**config.mk**
```make
export PLATFORM = sky130hd
export DESIGN_NAME = three_phase_rotation_direction_decoder_unit
export DESIGN_NICKNAME = d
export VERILOG_FILES = /design/src/sv/rtdd_pkg.sv /design/src/sv/rtdd_cfg_regs.sv /design/src/sv/rtdd_phase_enc.sv /design/src/sv/rtdd_decide.sv /design/src/sv/three_phase_rotation_direction_decoder_unit.sv
export SDC_FILE = /design/constraint.sdc
export NUM_CORES = 1
export LEC_CHECK = 0
export BUFFER_PORTS_ARGS = -buffer_cell sky130_fd_sc_hd__buf_2
export CAP_MARGIN = 20
export CORE_MARGIN = 4
export CORE_UTILIZATION = 55
export CTS_CLUSTER_DIAMETER = 60
export DETAILED_ROUTE_END_ITERATION = 8
export GPL_ROUTABILITY_DRIVEN = 0
export PLACE_DENSITY = 0.74
export SLEW_MARGIN = 5
export SYNTH_ARGS = -nofsm -noshare
export SYNTH_HDL_FRONTEND = slang
export SYNTH_SLANG_ARGS = --single-unit
export TNS_END_PERCENT = 10
```
**constraint.sdc**
```tcl
create_clock -name i_clk -period 13.6 [get_ports i_clk]
set_input_delay 2.72 -clock i_clk [delete_from_list [all_inputs] [get_ports i_clk]]
set_output_delay 2.72 -clock i_clk [all_outputs]
set_load 0.1 [all_outputs]
```
**src/sv/rtdd_pkg.sv**
```systemverilog
// ----------------------------------------------------------------------------
// rtdd_pkg: shared types and constants for the rotation direction decoder
// Register indexes, reset values, event codes, phase codes and the config
// and result bundles passed between the decoder modules.
// ----------------------------------------------------------------------------
`default_nettype none

package rtdd_pkg;

    // Default widths of the sample and timestamp fields
    localparam int SAMPLE_BITS_DEF = 10;
    localparam int TIME_BITS_DEF   = 32;

    // Register field widths
    localparam int THR_BITS      = 10;
    localparam int MS_CFG_BITS   = 16;
    localparam int CFG_DATA_BITS = 16;
    localparam int CFG_IDX_BITS  = 2;
    localparam int EVENT_BITS    = 3;

    // Register indexes
    localparam logic [CFG_IDX_BITS-1:0] CFG_PHASE_THRESHOLD = 2'd0;
    localparam logic [CFG_IDX_BITS-1:0] CFG_LOCKOUT_MS      = 2'd1;
    localparam logic [CFG_IDX_BITS-1:0] CFG_DEBOUNCE_MS     = 2'd2;

    // Register reset values
    localparam logic [THR_BITS-1:0]    RST_PHASE_THRESHOLD = 10'd10;
    localparam logic [MS_CFG_BITS-1:0] RST_LOCKOUT_MS      = 16'd40;
    localparam logic [MS_CFG_BITS-1:0] RST_DEBOUNCE_MS     = 16'd50;

    // Event codes
    localparam logic [EVENT_BITS-1:0] EV_NONE        = 3'd0;
    localparam logic [EVENT_BITS-1:0] EV_VOLUME_UP   = 3'd1;
    localparam logic [EVENT_BITS-1:0] EV_VOLUME_DOWN = 3'd2;
    localparam logic [EVENT_BITS-1:0] EV_SCROLL_UP   = 3'd3;
    localparam logic [EVENT_BITS-1:0] EV_SCROLL_DOWN = 3'd4;

    typedef enum logic [1:0] {
        PHASE_NONE  = 2'd0,
        PHASE_ONE   = 2'd1,
        PHASE_TWO   = 2'd2,
        PHASE_THREE = 2'd3
    } t_phase;

    typedef struct packed {
        logic [THR_BITS-1:0]    phase_threshold;
        logic [MS_CFG_BITS-1:0] lockout_ms;
        logic [MS_CFG_BITS-1:0] debounce_ms;
    } t_cfg;

    typedef struct packed {
        logic [EVENT_BITS-1:0] event_code;
        logic                  volume_mode;
        logic                  mode_toggled;
    } t_result;

endpackage

`default_nettype wire

```
**src/sv/rtdd_cfg_regs.sv**
```systemverilog
// ----------------------------------------------------------------------------
// rtdd_cfg_regs: configuration register file
// Holds threshold, lockout and debounce settings; writes to unused indexes
// are dropped.
// ----------------------------------------------------------------------------
`default_nettype none

module rtdd_cfg_regs (
    input  wire logic                                 i_clk,
    input  wire logic                                 i_rst_n,
    input  wire logic                                 i_cfg_wr_en,
    input  wire logic [rtdd_pkg::CFG_IDX_BITS-1:0]    i_cfg_index,
    input  wire logic [rtdd_pkg::CFG_DATA_BITS-1:0]   i_cfg_data,
    output rtdd_pkg::t_cfg                            o_cfg
);

    rtdd_pkg::t_cfg r_cfg;

    always_ff @(posedge i_clk) begin
        if (!i_rst_n) begin
            r_cfg.phase_threshold <= rtdd_pkg::RST_PHASE_THRESHOLD;
            r_cfg.lockout_ms      <= rtdd_pkg::RST_LOCKOUT_MS;
            r_cfg.debounce_ms     <= rtdd_pkg::RST_DEBOUNCE_MS;
        end else if (i_cfg_wr_en) begin
            unique case (i_cfg_index)
                rtdd_pkg::CFG_PHASE_THRESHOLD: begin
                    r_cfg.phase_threshold <= i_cfg_data[rtdd_pkg::THR_BITS-1:0];
                end
                rtdd_pkg::CFG_LOCKOUT_MS: begin
                    r_cfg.lockout_ms <= i_cfg_data[rtdd_pkg::MS_CFG_BITS-1:0];
                end
                rtdd_pkg::CFG_DEBOUNCE_MS: begin
                    r_cfg.debounce_ms <= i_cfg_data[rtdd_pkg::MS_CFG_BITS-1:0];
                end
                default: begin
                    // unused index: drop
                end
            endcase
        end
    end

    assign o_cfg = r_cfg;

endmodule

`default_nettype wire

```
**src/sv/rtdd_phase_enc.sv**
```systemverilog
// ----------------------------------------------------------------------------
// rtdd_phase_enc: phase threshold compare and priority encode
// Phase one wins over two, two over three; no active phase gives PHASE_NONE.
// ----------------------------------------------------------------------------
`default_nettype none

module rtdd_phase_enc #(
    parameter int SAMPLE_BITS = rtdd_pkg::SAMPLE_BITS_DEF
) (
    input  wire logic [SAMPLE_BITS-1:0]          i_phase_one,
    input  wire logic [SAMPLE_BITS-1:0]          i_phase_two,
    input  wire logic [SAMPLE_BITS-1:0]          i_phase_three,
    input  wire logic [rtdd_pkg::THR_BITS-1:0]   i_threshold,
    output rtdd_pkg::t_phase                     o_phase
);

    localparam int CMP_BITS = (SAMPLE_BITS > rtdd_pkg::THR_BITS) ?
                              SAMPLE_BITS : rtdd_pkg::THR_BITS;

    logic [CMP_BITS-1:0] thr_ext;
    logic                act_one;
    logic                act_two;
    logic                act_three;

    assign thr_ext   = CMP_BITS'(i_threshold);
    assign act_one   = CMP_BITS'(i_phase_one)   > thr_ext;
    assign act_two   = CMP_BITS'(i_phase_two)   > thr_ext;
    assign act_three = CMP_BITS'(i_phase_three) > thr_ext;

    always_comb begin
        priority if (act_one) begin
            o_phase = rtdd_pkg::PHASE_ONE;
        end else if (act_two) begin
            o_phase = rtdd_pkg::PHASE_TWO;
        end else if (act_three) begin
            o_phase = rtdd_pkg::PHASE_THREE;
        end else begin
            o_phase = rtdd_pkg::PHASE_NONE;
        end
    end

endmodule

`default_nettype wire

```
**src/sv/rtdd_decide.sv**
```systemverilog
// ----------------------------------------------------------------------------
// rtdd_decide: button debounce, mode toggle and rotation event decision
// Holds the decoder state and forms one result per transfer. The button is
// evaluated first so a rotation event in the same item sees the new mode.
// ----------------------------------------------------------------------------
`default_nettype none

module rtdd_decide #(
    parameter int TIME_BITS = rtdd_pkg::TIME_BITS_DEF
) (
    input  wire logic                   i_clk,
    input  wire logic                   i_rst_n,
    input  wire logic                   i_fire,
    input  wire rtdd_pkg::t_phase       i_phase,
    input  wire logic                   i_button_level,
    input  wire logic [TIME_BITS-1:0]   i_now_ms,
    input  wire rtdd_pkg::t_cfg         i_cfg,
    output rtdd_pkg::t_result           o_result
);

    rtdd_pkg::t_phase     r_prev_phase;
    logic [TIME_BITS-1:0] r_last_event_ms;
    logic                 r_mode_volume;
    logic                 r_prev_button;
    logic [TIME_BITS-1:0] r_last_press_ms;

    rtdd_pkg::t_phase     n_prev_phase;
    logic [TIME_BITS-1:0] n_last_event_ms;
    logic                 n_mode_volume;
    logic                 n_prev_button;
    logic [TIME_BITS-1:0] n_last_press_ms;

    logic [TIME_BITS-1:0] press_gap;
    logic [TIME_BITS-1:0] event_gap;
    logic                 press_ok;
    logic                 step_cw;
    logic                 step_ccw;
    logic                 event_ok;
    logic [rtdd_pkg::EVENT_BITS-1:0] event_code;

    // wrap-around differences
    assign press_gap = i_now_ms - r_last_press_ms;
    assign event_gap = i_now_ms - r_last_event_ms;

    assign press_ok = !i_button_level && r_prev_button &&
                      (press_gap > TIME_BITS'(i_cfg.debounce_ms));

    assign step_cw  = (r_prev_phase == rtdd_pkg::PHASE_ONE &&
                       i_phase == rtdd_pkg::PHASE_TWO) ||
                      (r_prev_phase == rtdd_pkg::PHASE_TWO &&
                       i_phase == rtdd_pkg::PHASE_THREE) ||
                      (r_prev_phase == rtdd_pkg::PHASE_THREE &&
                       i_phase == rtdd_pkg::PHASE_ONE);
    assign step_ccw = (r_prev_phase == rtdd_pkg::PHASE_ONE &&
                       i_phase == rtdd_pkg::PHASE_THREE) ||
                      (r_prev_phase == rtdd_pkg::PHASE_THREE &&
                       i_phase == rtdd_pkg::PHASE_TWO) ||
                      (r_prev_phase == rtdd_pkg::PHASE_TWO &&
                       i_phase == rtdd_pkg::PHASE_ONE);

    assign event_ok = (step_cw || step_ccw) &&
                      (event_gap >= TIME_BITS'(i_cfg.lockout_ms));

    assign n_mode_volume   = press_ok ? !r_mode_volume : r_mode_volume;
    assign n_last_press_ms = press_ok ? i_now_ms : r_last_press_ms;
    assign n_prev_button   = i_button_level;
    assign n_prev_phase    = i_phase;
    assign n_last_event_ms = event_ok ? i_now_ms : r_last_event_ms;

    always_comb begin
        if (!event_ok) begin
            event_code = rtdd_pkg::EV_NONE;
        end else if (n_mode_volume) begin
            event_code = step_cw ? rtdd_pkg::EV_VOLUME_UP : rtdd_pkg::EV_VOLUME_DOWN;
        end else begin
            event_code = step_cw ? rtdd_pkg::EV_SCROLL_UP : rtdd_pkg::EV_SCROLL_DOWN;
        end
    end

    always_ff @(posedge i_clk) begin
        if (!i_rst_n) begin
            r_prev_phase    <= rtdd_pkg::PHASE_NONE;
            r_last_event_ms <= '0;
            r_mode_volume   <= 1'b1;
            r_prev_button   <= 1'b1;
            r_last_press_ms <= '0;
        end else if (i_fire) begin
            r_prev_phase    <= n_prev_phase;
            r_last_event_ms <= n_last_event_ms;
            r_mode_volume   <= n_mode_volume;
            r_prev_button   <= n_prev_button;
            r_last_press_ms <= n_last_press_ms;
        end
    end

    assign o_result.event_code   = event_code;
    assign o_result.volume_mode  = n_mode_volume;
    assign o_result.mode_toggled = press_ok;

endmodule

`default_nettype wire

```
**src/sv/three_phase_rotation_direction_decoder_unit.sv**
```systemverilog
// ----------------------------------------------------------------------------
// three_phase_rotation_direction_decoder_unit: rotation direction decoder
// Turns motor-phase ADC samples and a mode button into volume/scroll events.
//
// Input channel: i_in_valid / o_in_stall with three phase samples, the
// button level and a millisecond timestamp. Output channel: o_out_valid /
// i_out_stall with event code, current mode and a mode-toggle flag. Exactly
// one result leaves for every input transfer, in order.
// Configuration: i_cfg_wr_en writes i_cfg_data to the register at
// i_cfg_index (0 threshold, 1 lockout, 2 debounce).
// Path: an input transfer is captured in the input register; the decided
// result is then captured in the result register and shown on the output.
// Throughput: one item per cycle unless the output stalls, set by the single
// pass from input register via compare and decide logic to result register.
// Reset: synchronous, active low; both stages empty, settings return to
// their defaults, mode is volume, button treated as released.
// Stall: a stalled result holds; the input register still drains into the
// result register whenever that register is empty or being taken, so
// o_in_stall rises only when both stages are full and the output stalls.
// ----------------------------------------------------------------------------
`default_nettype none

module three_phase_rotation_direction_decoder_unit #(
    parameter int SAMPLE_BITS = rtdd_pkg::SAMPLE_BITS_DEF,
    parameter int TIME_BITS   = rtdd_pkg::TIME_BITS_DEF
) (
    input  wire logic                                i_clk,
    input  wire logic                                i_rst_n,
    input  wire logic                                i_cfg_wr_en,
    input  wire logic [rtdd_pkg::CFG_IDX_BITS-1:0]   i_cfg_index,
    input  wire logic [rtdd_pkg::CFG_DATA_BITS-1:0]  i_cfg_data,
    input  wire logic                                i_in_valid,
    output logic                                     o_in_stall,
    input  wire logic [SAMPLE_BITS-1:0]              i_phase_one_sample,
    input  wire logic [SAMPLE_BITS-1:0]              i_phase_two_sample,
    input  wire logic [SAMPLE_BITS-1:0]              i_phase_three_sample,
    input  wire logic                                i_button_level,
    input  wire logic [TIME_BITS-1:0]                i_now_ms,
    output logic                                     o_out_valid,
    input  wire logic                                i_out_stall,
    output logic [rtdd_pkg::EVENT_BITS-1:0]          o_event_code,
    output logic                                     o_volume_mode,
    output logic                                     o_mode_toggled
);

    rtdd_pkg::t_cfg    cfg;
    rtdd_pkg::t_phase  phase;
    rtdd_pkg::t_result result;

    logic                   r_in_valid;
    logic [SAMPLE_BITS-1:0] r_phase_one;
    logic [SAMPLE_BITS-1:0] r_phase_two;
    logic [SAMPLE_BITS-1:0] r_phase_three;
    logic                   r_button;
    logic [TIME_BITS-1:0]   r_now_ms;

    logic                   r_out_valid;
    rtdd_pkg::t_result      r_out;

    logic out_free;
    logic in_load;
    logic fire;

    assign out_free   = !r_out_valid || !i_out_stall;
    assign fire       = r_in_valid && out_free;
    assign o_in_stall = r_in_valid && !out_free;
    assign in_load    = i_in_valid && !o_in_stall;

    rtdd_cfg_regs u_cfg (
        .i_clk       (i_clk),
        .i_rst_n     (i_rst_n),
        .i_cfg_wr_en (i_cfg_wr_en),
        .i_cfg_index (i_cfg_index),
        .i_cfg_data  (i_cfg_data),
        .o_cfg       (cfg)
    );

    rtdd_phase_enc #(
        .SAMPLE_BITS (SAMPLE_BITS)
    ) u_phase (
        .i_phase_one   (r_phase_one),
        .i_phase_two   (r_phase_two),
        .i_phase_three (r_phase_three),
        .i_threshold   (cfg.phase_threshold),
        .o_phase       (phase)
    );

    rtdd_decide #(
        .TIME_BITS (TIME_BITS)
    ) u_decide (
        .i_clk          (i_clk),
        .i_rst_n        (i_rst_n),
        .i_fire         (fire),
        .i_phase        (phase),
        .i_button_level (r_button),
        .i_now_ms       (r_now_ms),
        .i_cfg          (cfg),
        .o_result       (result)
    );

    // input register: refill on every transfer, drop when drained
    always_ff @(posedge i_clk) begin
        if (!i_rst_n) begin
            r_in_valid <= 1'b0;
        end else if (in_load) begin
            r_in_valid <= 1'b1;
        end else if (fire) begin
            r_in_valid <= 1'b0;
        end
    end

    always_ff @(posedge i_clk) begin
        if (in_load) begin
            r_phase_one   <= i_phase_one_sample;
            r_phase_two   <= i_phase_two_sample;
            r_phase_three <= i_phase_three_sample;
            r_button      <= i_button_level;
            r_now_ms      <= i_now_ms;
        end
    end

    // result register: hold while stalled
    always_ff @(posedge i_clk) begin
        if (!i_rst_n) begin
            r_out_valid <= 1'b0;
        end else if (fire) begin
            r_out_valid <= 1'b1;
        end else if (!i_out_stall) begin
            r_out_valid <= 1'b0;
        end
    end

    always_ff @(posedge i_clk) begin
        if (fire) begin
            r_out <= result;
        end
    end

    assign o_out_valid    = r_out_valid;
    assign o_event_code   = r_out.event_code;
    assign o_volume_mode  = r_out.volume_mode;
    assign o_mode_toggled = r_out.mode_toggled;

endmodule

`default_nettype wire
```
==> run_results.csv <==
group,metric,value,unit
clocking,cts_setup_buffers,0,
timing,timing.hold.ws,0.462,ns
critical_path,required,10.88,ns
timing,tightestPinTransition,1.05,ns
timing,relSlewSlack,29.7,%
synth,syn_avg_cell_area,8.75,µm²
route,routed_wl,29.2,mm
critical_path,cpMostUsedCell,"buf_2",
placement,portBuffers,92,
global_routing,track_usage,23.8,%
critical_path,r2r_start,"r_now_ms[0]$_DFFE_PP_",
final_layout,area_growth,9.81,%
timing,skew,0.0156,ns
final_layout,fin_nets,1650,
status,status,"completed",
global_routing,grt-ovfl-total,0,
floorplan,initial_utilization,56.7,%
final_layout,drive_gt1_share,10.5,%
clocking,cts_tree,"done",
critical_path,cp-end-kind,"output port",
floorplan,num_rows,53,
route,vias,10200,
global_routing,antenna_found_initial,0,
synth,synth_edf_count,68,
route,detail-route-antenna-nets,0,
worst_hold_path,hp-start,"u_decide.r_last_event_ms[29]$_SDFFE_PN0P_",
critical_path,critPathLaunchType,"input pin",
global_routing,grt_pass1_vias,9581,
route,dr.pass1.iters,5,
pwr,peakVddDrop,0.0798,mV
critical_path,crit_fanout,3,
flow_run,drv_cap,0,
timing,setup_viol_count_final,0,
critical_path,cp_slowest_cell,"buf_2",
placement,post-place-ws,7.37,ns
clocking,cts_hold_buffers,0,
synth,dominantRegCellSynth,"dfxtp_1",
clocking,ctsRootBufferMaster,"clkbuf_16",
timing,setup_ws,7.37,ns
critical_path,crit_arrival,3.51,ns
clocking,htree_levels,4,
timing,tns,0,ns
placement,dp_hpwl,21.9,mm
global_routing,grt_pass1_wl,47.0,mm
timing,max_freq,160,MHz
synth,syn_nets,1591,
synth,async_flop_share,0,%
synth,yosysSeqAreaShare,35.5,%
synth,synth.cell_area,12100,µm²
route,drtIter0Drc,706,
critical_path,crit_start,"i_out_stall",
clocking,cts.clk_slew.worst_paths,0.08,ns
global_routing,grt_max_degree,93,
synth,yosysUniqueCellTypes,79,
floorplan,io_pins,93,
critical_path,crit_type,"input pin to output port",
critical_path,reg2reg_depth,24,
route,detail_route.wl_per_cell,16.9,µm
pwr,p_leak,5.26,nW
synth,ys_warn_count,0,
timing,fin_crit_sh,45.8,%
floorplan,die_h,156,µm
route,via_per_inst,5.89,
clocking,cts_resized,0,
timing,finalCriticalPeriod,6.23,ns
timing,slew_viol_final,0,
synth,synth-seq-cells,180,
route,route.detailed.drc,0,
critical_path,worstPathCellList,"buf_2, and3_1, buf_2",
pwr,power_density,108,nW/µm²
floorplan,die_w,156,µm
timing,rsz0062_at_grt,"no",
floorplan,design.die.area,24400,µm²
worst_hold_path,hold_class,"flop to flop",
clocking,insertion_delay,0.46,ns
floorplan,core,21300,µm²
clocking,cts_buffers,17,
clocking,cts.path.max_buffers,2,
final_layout,num_antenna_cells,0,
synth,synthCells,1379,
worst_hold_path,holdPathStages,2,
timing,finalHoldViolCount,0,
clocking,cts.sinks,180,
critical_path,critPathMaxStageDelay,0.46,ns
## cells in the final DEF (no fill, tap or decap), drive strengths merged, types with 50 or more instances in the layout
| cell type | count |
|---|---|
| dfxtp | 112 |
| mux2i | 71 |
| ha | 124 |
| buf | 96 |
| a21oi | 100 |
| nor2b | 50 |
| nor2 | 75 |
| o21ai | 72 |
| inv | 127 |
| nand2 | 200 |
| edfxtp | 68 |
## layout make-up
class                   count  area (µm²)
inverters                 118         443
clock inverters            15         223
well taps                 275         344
multi-input cells        1025        7030
repair buffers             96         493
fillers                  1834        8040
clock buffers              17         425
flip-flops and latches    180        4280
## flip-flops by register name, summed over array words and instances, names as in the netlist, 3 cells and up
name / flops
r_phase_one: 10
r_phase_two: 10
u_decide.r_last_press_ms: 32
u_cfg.o_cfg: 42
r_phase_three: 10
r_now_ms: 32
u_decide.r_last_event_ms: 32
o_event_code: 3
## worst max-delay path, delay by kind of cell
kind | cells | cell delay [ns]
buffers and inverters | 2 | 0.55
AND/OR/NAND/NOR | 1 | 0.24
## report_power, final
| part | switching, W | internal (W) | total, W |
|---|---|---|---|
| registers | 0.0000160 | 0.000583 | 0.000599 |
| clock network | 0.000276 | 0.000260 | 0.000536 |
| logic | 0.000177 | 0.000116 | 0.000294 |
| total | 0.000469 | 0.000960 | 0.00143 |
## kinds of logic (layout without fill, tap and decap cells)
family / count (synthesis) / in the layout / share of synthesized area, %
flip-flops: 180 / 180 / 35.5
buffers and inverters: 174 / 246 / 6.34
multiplexers: 72 / 72 / 5.99
XOR/XNOR: 41 / 41 / 3.09
adder cells (fa/ha/maj): 126 / 126 / 13.2
AO/OA/AOI/OAI: 332 / 332 / 18.0
AND/OR/NAND/NOR: 454 / 454 / 17.9
## metrics by stage
| stage | utilization, % | instance area [µm²] | std cells | power (W) |
|---|---|---|---|---|
| final | 62.2 | 13200 | 1726 | 0.00143 |
| after global routing | 62.2 | 13200 | 1726 | 0.00149 |
| after CTS | 62.2 | 13200 | 1726 | 0.00143 |
| after detailed placement | 59.2 | 12600 | 1694 | 0.000898 |
| after global placement | 59.2 | 12600 | 1694 | 0.000890 |
| after floorplan | - | 12100 | 1379 | 0.000825 |
## cell usage after synthesis (5+ instances only)
| library cell | instances | area share (%) |
|---|---|---|
| nand2_1 | 199 | 6.2 |
| ha_1 | 124 | 13 |
| inv_1 | 118 | 3.7 |
| dfxtp_1 | 112 | 19 |
| a21oi_1 | 95 | 3.9 |
| nor2_1 | 75 | 2.3 |
| mux2i_1 | 71 | 5.9 |
| edfxtp_1 | 68 | 17 |
| o21ai_0 | 66 | 2.7 |
| nor2b_1 | 50 | 2.6 |
| clkbuf_1 | 37 | 1.2 |
| a21boi_0 | 32 | 2.0 |
| nand4_1 | 29 | 1.5 |
| a21o_1 | 26 | 1.6 |
| nor3_1 | 25 | 1.0 |
| xnor2_1 | 25 | 1.8 |
| nand3_1 | 18 | 0.75 |
| o211ai_1 | 18 | 1.1 |
| o21a_1 | 15 | 0.93 |
| xor2_1 | 15 | 1.1 |
| a211oi_1 | 10 | 0.62 |
| nand2b_1 | 9 | 0.47 |
| and3_1 | 7 | 0.36 |
| or4_1 | 7 | 0.44 |
| a2111oi_0 | 6 | 0.44 |
| buf_2 | 6 | 0.25 |
| o221ai_1 | 6 | 0.44 |
| nand4b_1 | 5 | 0.36 |
| nor4_1 | 5 | 0.26 |
| o21ai_1 | 5 | 0.21 |
| o31ai_1 | 5 | 0.31 |
## layer usage
layer / vias to the layer above / GRT usage (%) / share of wire (%)
met5: - / 0 / 0
met4: 0 / 8.26 / 2.6
met3: 60 / 4.52 / 6.6
met2: 340 / 37.9 / 45
met1: 4735 / 32.7 / 46
li1: 5031 / - / -
## path summary, 6_finish.rpt
| path | end | slack (ns) |
|---|---|---|
| worst max-delay path | o_in_stall | 7.37 |
| worst min-delay path | u_decide.r_last_event_ms[29]$_SDFFE_PN0P_ | 0.46 |
| worst max register to register | u_decide.r_last_press_ms[14]$_SDFFE_PN0P_ | 7.68 |
| worst min register to register | u_decide.r_last_event_ms[29]$_SDFFE_PN0P_ | 0.46 |
(Power assumes the default switching activity.)
